### config.mk
export PLATFORM = sky130hd
export DESIGN_NAME = ping_rtt_loss_tracker
export DESIGN_NICKNAME = d
export VERILOG_FILES = /design/src/hdl/prlt_pkg.sv /design/src/hdl/ping_rtt_loss_tracker.sv /design/src/hdl/prlt_ram.sv
export SDC_FILE = /design/constraint.sdc
export NUM_CORES = 2
export LEC_CHECK = 0
export ABC_AREA = 0
export BUFFER_PORTS_ARGS = -buffer_cell sky130_fd_sc_hd__buf_2
export CORE_ASPECT_RATIO = 2
export CORE_MARGIN = 2
export CORE_UTILIZATION = 40
export CTS_BUF_LIST = sky130_fd_sc_hd__clkbuf_16
export DETAILED_ROUTE_END_ITERATION = 10
export SLEW_MARGIN = 15
export SYNTH_ARGS = -nofsm -noshare
export SYNTH_HDL_FRONTEND = slang
export SYNTH_SLANG_ARGS = --single-unit
### constraint.sdc
create_clock -name clk -period 9.85 [get_ports clk]
set_clock_uncertainty 0.05 [all_clocks]
set_input_delay 0.4925 -clock clk [delete_from_list [all_inputs] [get_ports clk]]
set_output_delay 0.4925 -clock clk [all_outputs]
set_load 0.02 [all_outputs]
### src/hdl/prlt_pkg.sv
package prlt_pkg;

    // Field widths
    localparam int SEQ_W  = 32;
    localparam int TIME_W = 48;
    localparam int ID_W   = 32;
    localparam int CNT_W  = 32;

    // Default depth of the send-time history
    localparam int HISTORY_DEPTH_DEF = 64;

    // Item commands
    typedef enum logic [1:0] {
        CMD_SEND    = 2'd0,
        CMD_REPLY   = 2'd1,
        CMD_RESTART = 2'd2,
        CMD_NONE    = 2'd3
    } prlt_cmd_t;

    // Control sequencer states
    typedef enum logic {
        ST_IDLE = 1'b0,
        ST_EXEC = 1'b1
    } prlt_state_t;

    // Input item
    typedef struct packed {
        logic [1:0]        command;
        logic [TIME_W-1:0] now_time;
        logic [SEQ_W-1:0]  reply_seq;
        logic [ID_W-1:0]   reply_origin;
    } prlt_in_t;

    // Result item
    typedef struct packed {
        logic [SEQ_W-1:0]        tx_seq;
        logic                    reply_accepted;
        logic [TIME_W-1:0]       round_trip;
        logic                    round_trip_valid;
        logic signed [CNT_W-1:0] loss_total;
        logic [CNT_W-1:0]        late_total;
        logic [CNT_W-1:0]        reply_total;
        logic [CNT_W-1:0]        sent_total;
    } prlt_out_t;

endpackage

### src/hdl/ping_rtt_loss_tracker.sv
// Channel   Signals                          Direction  Contents
// in        in_valid, in_ready, in_data      in         command, time, reply fields
// out       out_valid, out_ready, out_data   out        one result per item
// cfg       cfg_valid, cfg_ready, cfg_data   in         originator id
//
// For each item the accept cycle issues the send-time RAM read; the execute
// cycle computes the result and writes it into the output register.
// The single-port-per-direction RAM and the shared sequence counters hold one
// item in flight. Execute waits while the output is full and out_ready is low.
// Reset clears all counters and the sequence numbers; the RAM is not cleared.
// The config write is always ready.
module ping_rtt_loss_tracker #(
    parameter int HISTORY_DEPTH = prlt_pkg::HISTORY_DEPTH_DEF
) (
    input  logic                clk,
    input  logic                rst_n,
    input  logic                in_valid,
    output logic                in_ready,
    input  prlt_pkg::prlt_in_t  in_data,
    output logic                out_valid,
    input  logic                out_ready,
    output prlt_pkg::prlt_out_t out_data,
    input  logic                cfg_valid,
    output logic                cfg_ready,
    input  logic [prlt_pkg::ID_W-1:0] cfg_data
);

    import prlt_pkg::*;

    localparam int AW = (HISTORY_DEPTH > 1) ? $clog2(HISTORY_DEPTH) : 1;
    localparam int SW = AW + 2;
    localparam logic [SEQ_W-1:0] DEPTH_SEQ  = SEQ_W'(HISTORY_DEPTH);
    localparam logic [SW-1:0]    DEPTH_S    = SW'(HISTORY_DEPTH);
    localparam logic [AW-1:0]    LAST_SLOT  = AW'(HISTORY_DEPTH - 1);

    prlt_state_t       state_reg, state_next;
    prlt_in_t          item_reg;
    logic              age_ok_reg;
    logic [ID_W-1:0]   origin_id_reg;
    logic [SEQ_W-1:0]  next_seq_reg, next_seq_next;
    logic [SEQ_W-1:0]  expected_seq_reg, expected_seq_next;
    logic [AW-1:0]     next_slot_reg, next_slot_next;
    logic [CNT_W-1:0]  loss_reg, loss_next;
    logic [CNT_W-1:0]  late_reg, late_next;
    logic [CNT_W-1:0]  reply_reg, reply_next;
    logic [CNT_W-1:0]  sent_reg, sent_next;
    logic              out_valid_reg, out_valid_next;
    prlt_out_t         out_data_reg, out_data_next;

    logic              accept;
    logic              go;
    logic [SEQ_W-1:0]  age;
    logic              age_ok;
    logic [SW-1:0]     slot_sum;
    logic [AW-1:0]     rd_slot;
    logic              ram_wr_en;
    logic              ram_rd_en;
    logic [TIME_W-1:0] ram_rd_data;
    logic [TIME_W-1:0] rtt;
    logic              matched;

    assign in_ready  = (state_reg == ST_IDLE);
    assign accept    = in_valid && in_ready;
    assign cfg_ready = 1'b1;
    assign out_valid = out_valid_reg;
    assign out_data  = out_data_reg;

    // Ring slot of the reply: next slot stepped back by its age
    assign age      = next_seq_reg - in_data.reply_seq;
    assign age_ok   = (age != '0) && (age <= DEPTH_SEQ);
    assign slot_sum = SW'(next_slot_reg) + DEPTH_S - SW'(age[AW:0]);
    assign rd_slot  = (slot_sum >= DEPTH_S) ? AW'(slot_sum - DEPTH_S) : AW'(slot_sum);

    // Read in the accept cycle, write in the execute cycle: never both at once
    assign ram_rd_en = accept && (in_data.command == CMD_REPLY) && age_ok;
    assign go        = (state_reg == ST_EXEC) && (!out_valid_reg || out_ready);
    assign ram_wr_en = go && (item_reg.command == CMD_SEND);

    prlt_ram #(
        .WIDTH (TIME_W),
        .DEPTH (HISTORY_DEPTH)
    ) u_send_ring (
        .clk     (clk),
        .wr_en   (ram_wr_en),
        .wr_addr (next_slot_reg),
        .wr_data (item_reg.now_time),
        .rd_en   (ram_rd_en),
        .rd_addr (rd_slot),
        .rd_data (ram_rd_data)
    );

    assign matched = (item_reg.reply_origin == origin_id_reg);
    assign rtt     = age_ok_reg ? (item_reg.now_time - ram_rd_data) : '0;

    // Execute: counters, sequence numbers and the result
    always_comb
    begin
        state_next        = state_reg;
        next_seq_next     = next_seq_reg;
        expected_seq_next = expected_seq_reg;
        next_slot_next    = next_slot_reg;
        loss_next         = loss_reg;
        late_next         = late_reg;
        reply_next        = reply_reg;
        sent_next         = sent_reg;
        out_valid_next    = out_valid_reg && !out_ready;
        out_data_next     = out_data_reg;

        case (state_reg)
            ST_IDLE:
            begin
                if (accept)
                begin
                    state_next = ST_EXEC;
                end
            end
            ST_EXEC:
            begin
                if (go)
                begin
                    out_data_next = '0;
                    case (prlt_cmd_t'(item_reg.command))
                        CMD_SEND:
                        begin
                            out_data_next.tx_seq = next_seq_reg;
                            next_seq_next = next_seq_reg + 1'b1;
                            sent_next     = sent_reg + 1'b1;
                            // slot follows next_seq % depth, also across the 2^32 wrap
                            if ((next_seq_reg == '1) || (next_slot_reg == LAST_SLOT))
                            begin
                                next_slot_next = '0;
                            end
                            else
                            begin
                                next_slot_next = next_slot_reg + 1'b1;
                            end
                        end
                        CMD_REPLY:
                        begin
                            if (matched)
                            begin
                                out_data_next.reply_accepted   = 1'b1;
                                out_data_next.round_trip       = rtt;
                                out_data_next.round_trip_valid = (rtt != '0);
                                reply_next = reply_reg + 1'b1;
                                if (item_reg.reply_seq == expected_seq_reg)
                                begin
                                    expected_seq_next = expected_seq_reg + 1'b1;
                                end
                                else if (item_reg.reply_seq > expected_seq_reg)
                                begin
                                    loss_next = loss_reg
                                              + (item_reg.reply_seq - expected_seq_reg);
                                    expected_seq_next = item_reg.reply_seq + 1'b1;
                                end
                                else
                                begin
                                    late_next = late_reg + 1'b1;
                                    loss_next = loss_reg - 1'b1;
                                end
                            end
                        end
                        CMD_RESTART:
                        begin
                            next_seq_next     = '0;
                            expected_seq_next = '0;
                            next_slot_next    = '0;
                            sent_next         = '0;
                        end
                        default:
                        begin
                        end
                    endcase
                    out_data_next.loss_total  = loss_next;
                    out_data_next.late_total  = late_next;
                    out_data_next.reply_total = reply_next;
                    out_data_next.sent_total  = sent_next;
                    out_valid_next = 1'b1;
                    state_next     = ST_IDLE;
                end
            end
            default:
            begin
                state_next = ST_IDLE;
            end
        endcase
    end

    // Control and counter registers
    always_ff @(posedge clk or negedge rst_n)
    begin
        if (!rst_n)
        begin
            state_reg        <= ST_IDLE;
            origin_id_reg    <= '0;
            next_seq_reg     <= '0;
            expected_seq_reg <= '0;
            next_slot_reg    <= '0;
            loss_reg         <= '0;
            late_reg         <= '0;
            reply_reg        <= '0;
            sent_reg         <= '0;
            out_valid_reg    <= 1'b0;
        end
        else
        begin
            state_reg        <= state_next;
            next_seq_reg     <= next_seq_next;
            expected_seq_reg <= expected_seq_next;
            next_slot_reg    <= next_slot_next;
            loss_reg         <= loss_next;
            late_reg         <= late_next;
            reply_reg        <= reply_next;
            sent_reg         <= sent_next;
            out_valid_reg    <= out_valid_next;
            if (cfg_valid && cfg_ready)
            begin
                origin_id_reg <= cfg_data;
            end
        end
    end

    // Payload registers
    always_ff @(posedge clk)
    begin
        if (accept)
        begin
            item_reg   <= in_data;
            age_ok_reg <= age_ok;
        end
        out_data_reg <= out_data_next;
    end

    // Checks
    a_no_ram_collision: assert property (@(posedge clk) disable iff (!rst_n)
        !(ram_wr_en && ram_rd_en))
        else $error("send ring read and write in the same cycle");

    a_slot_in_range: assert property (@(posedge clk) disable iff (!rst_n)
        SW'(next_slot_reg) < DEPTH_S)
        else $error("next ring slot beyond history depth");

    a_rtt_needs_accept: assert property (@(posedge clk) disable iff (!rst_n)
        out_valid_reg && out_data_reg.round_trip_valid |-> out_data_reg.reply_accepted)
        else $error("round trip reported for an unaccepted reply");

    a_send_advances: assert property (@(posedge clk) disable iff (!rst_n)
        ram_wr_en |=> (next_seq_reg == $past(next_seq_reg) + 1'b1)
                      && (out_data_reg.tx_seq == $past(next_seq_reg)))
        else $error("send did not advance the sequence number");

endmodule

### src/hdl/prlt_ram.sv
module prlt_ram #(
    parameter int WIDTH = 48,
    parameter int DEPTH = 64
) (
    input  logic                     clk,
    input  logic                     wr_en,
    input  logic [$clog2(DEPTH)-1:0] wr_addr,
    input  logic [WIDTH-1:0]         wr_data,
    input  logic                     rd_en,
    input  logic [$clog2(DEPTH)-1:0] rd_addr,
    output logic [WIDTH-1:0]         rd_data
);

    logic [WIDTH-1:0] mem [DEPTH];

    // One write port, one registered read port
    always_ff @(posedge clk)
    begin
        if (wr_en)
        begin
            mem[wr_addr] <= wr_data;
        end
        if (rd_en)
        begin
            rd_data <= mem[rd_addr];
        end
    end

endmodule
==> reports/results.ini <==
[run_status]
outcome = complete, no violations

[clock_network]
cts.sinks = 3677
cts_made_buffers = 314
cts_max_path_buffers = 4
cts_resized = 0
htreeDepth = 5
cts_tree = done
cts-root-buf = clkbuf_16
insertion_delay_ns = 0.96
clkTransAtPathRegs_ns = 0.07

[timing]
layout_min_cycle_time_ns = 5.97
slew_headroom_pct = 5.12
post-route-period-util_pct = 60.6
worstMarginPinSlew_ns = 1.41
maxSlewViolCount = 0
timing.hold.ws_ns = 0.209
fin_tns_setup_ns = 0
setup_viol = 0
fmax_ghz = 0.168
final_hold_viol_count = 0
rsz0062_at_grt = no

[global_route]
track_usage_pct = 24.5
grt_max_degree = 127
grt_antenna_before_repair = 12
grt_pass1_wl_mm = 656
grt-ovfl-total = 0
grt_pass1_vias = 85300

[synthesis]
ys.flop_type = edfxtp_1
synth-edff-count = 3445
syn_area_sq_um = 151000
ys_async_sr_fraction_pct = 6.31
ys.warnings.count = 0
ys_ff_latch = 3677
syn_nets = 8422
synth.avg_cell_area_sq_um = 18.7
ys_types = 95
synth_cells = 8083
yosysSeqAreaShare_pct = 72.1

[route]
num_vias = 83100
drt-pass1-iter-count = 8
drt_iter0_markers = 8216
ant_nets = 0
drc = 0
routed_via_density = 5.92
drt_wl_total_mm = 478
routedWlPerCell_microns = 34.1

[final_layout]
final_cells = 14000
final_common_cell = edfxtp_1
fin_area_sq_um = 173000
finalNetCount = 9136
drive_gt1_share_pct = 24.2
largest_reg_flops = 3072
mostFrequentLayoutCells = edfxtp_1, mux4_2, buf_2, nand2_1, inv_1
final_util_pct = 45.8
area_growth_pct = 14.0

[die]
initial_core_util_pct = 40.2
coreArea_sq_um = 377000
die_h_microns = 874
dieArea_sq_um = 384000
io_pins = 364
row_count = 319
dieWidth_microns = 439

[worst_setup_path]
crit_start = next_seq_reg[0]$_DFFE_PN0P_
cpPeakStageDelay_ns = 1.16
path_cells = inv_1 > ha_1 > fa_1 > fa_4 > buf_12 > buf_12 > mux4_2 > mux4_2 > nor2b_1 > a211oi_1 > a21oi_1
crit_family = adder cells
criticalPathCategory = reg -> reg
end_kind = flop
reg2reg_depth = 11
path_max_fanout = 112
arrival_ns = 6.61
cp-start-kind = flop
cp.depth = 11
cp_data_required_time_ns = 10.49
r2r-start = next_seq_reg[0]$_DFFE_PN0P_
reg2reg_to = u_send_ring.rd_data[19]$_DFFE_PP_
endpoint = u_send_ring.rd_data[19]$_DFFE_PP_
crit_slowest_cell = fa_4
crit_buf_inv = 3
ff2ff_setup_slack_ns = 3.88

[place]
gp_congestion = 0.928
dp_hpwl_mm = 299
dpl.cell_count = 13300
portBuffers = 362
postPlaceCellArea_sq_um = 161000

[power]
powerDensity_nw_per_um2 = 312
p_leak_nw = 57.5
vdd_drop_max_mv = 0.716

[hold_path]
hp-class = in -> reg

[run]
drv_cap = 0

==> worst min-delay path by stage <==
stage                            from                              end  slack, ns  cells past startpoint
after detailed placement        rst_n         sent_reg[31]$_DFFE_PN0P_       0.40                      1
after global placement          rst_n         sent_reg[31]$_DFFE_PN0P_       0.40                      1
after global routing      in_data[93]           item_reg[93]$_DFFE_PP_       0.21                      2
after floorplan                 rst_n  expected_seq_reg[0]$_DFFE_PN0P_       0.15                      0
final                     in_data[93]           item_reg[93]$_DFFE_PP_       0.21                      2
after CTS                 in_data[95]           item_reg[95]$_DFFE_PP_       0.15                      2
==> area by class of cell <==
class	instances	area, sq um
tap	4975	6220
fill	31600	205000
clock inverter	240	2260
multi-input combinational	3756	40300
clock buffer	319	7980
inverter	274	1040
sequential	3677	109000
antenna	11	27.5
timing repair buffer	774	5490
==> cell usage after synthesis (all sizes together) (12+ instances only) <==
cell type / number / share of area (%)
a21boi: 13 / 0.067
mux4: 960 / 14
nor3: 102 / 0.34
or3: 33 / 0.14
and4: 16 / 0.093
nor2b: 83 / 0.34
and3: 69 / 0.29
xnor2: 163 / 0.94
fa: 34 / 0.45
o31ai: 24 / 0.12
o21ai: 245 / 0.81
mux2: 43 / 0.32
nand3b: 12 / 0.059
a211oi: 63 / 0.31
dfrtp: 232 / 3.8
nand2: 353 / 0.87
o21bai: 15 / 0.074
a21oi: 279 / 0.93
inv: 273 / 0.68
nand4: 72 / 0.31
nor4: 33 / 0.15
buf: 110 / 0.30
mux2i: 60 / 0.40
nand2b: 29 / 0.12
nor2: 351 / 0.87
and2: 43 / 0.18
o21a: 16 / 0.079
a31oi: 37 / 0.15
o211ai: 22 / 0.11
nand3: 122 / 0.40
a21o: 77 / 0.38
edfxtp: 3445 / 68
clkbuf: 266 / 0.66
xor2: 135 / 0.78
ha: 154 / 1.3
==> where the power goes <==
group | internal (W) | switching [W]
combinational | 0.0114 | 0.0119
clock | 0.00690 | 0.00584
sequential | 0.0175 | 0.000123
total | 0.0359 | 0.0179
==> kinds of logic after synthesis <==
logic type	share of synthesized area, %
XOR/XNOR	1.72
other	0.00248
AO/OA/AOI/OAI	3.44
adder cells (fa/ha/maj)	1.72
multiplexers	15.0
flip-flops	72.1
AND/OR/NAND/NOR	4.34
buffers and inverters	1.64
==> stage by stage <==
stage / total power, W / worst slack [ns]
2_1_floorplan: 0.0348 / 0.613
3_3_place_gp: 0.0414 / 3.81
3_5_place_dp: 0.0415 / 3.85
4_1_cts: 0.0542 / 4.04
5_1_grt: 0.0556 / 3.86
6_report: 0.0538 / 3.88
==> layer usage <==
metal  share of wire [%]  global-route usage, %  routed length [microns]
met1                  32                   25.8                   155000
met2                  54                   45.5                   258000
met3                 6.0                   3.23                    28600
met4                 7.5                   15.7                    35800
met5              0.0044                      0                       21
==> timing repair <==
action / in CTS / in global routing
endpoints found under the hold margin: 204 / 0
buffers inserted: 0 / 0
hold buffers: 151 / 0
No activity file was read; power rests on OpenSTA's default activity.
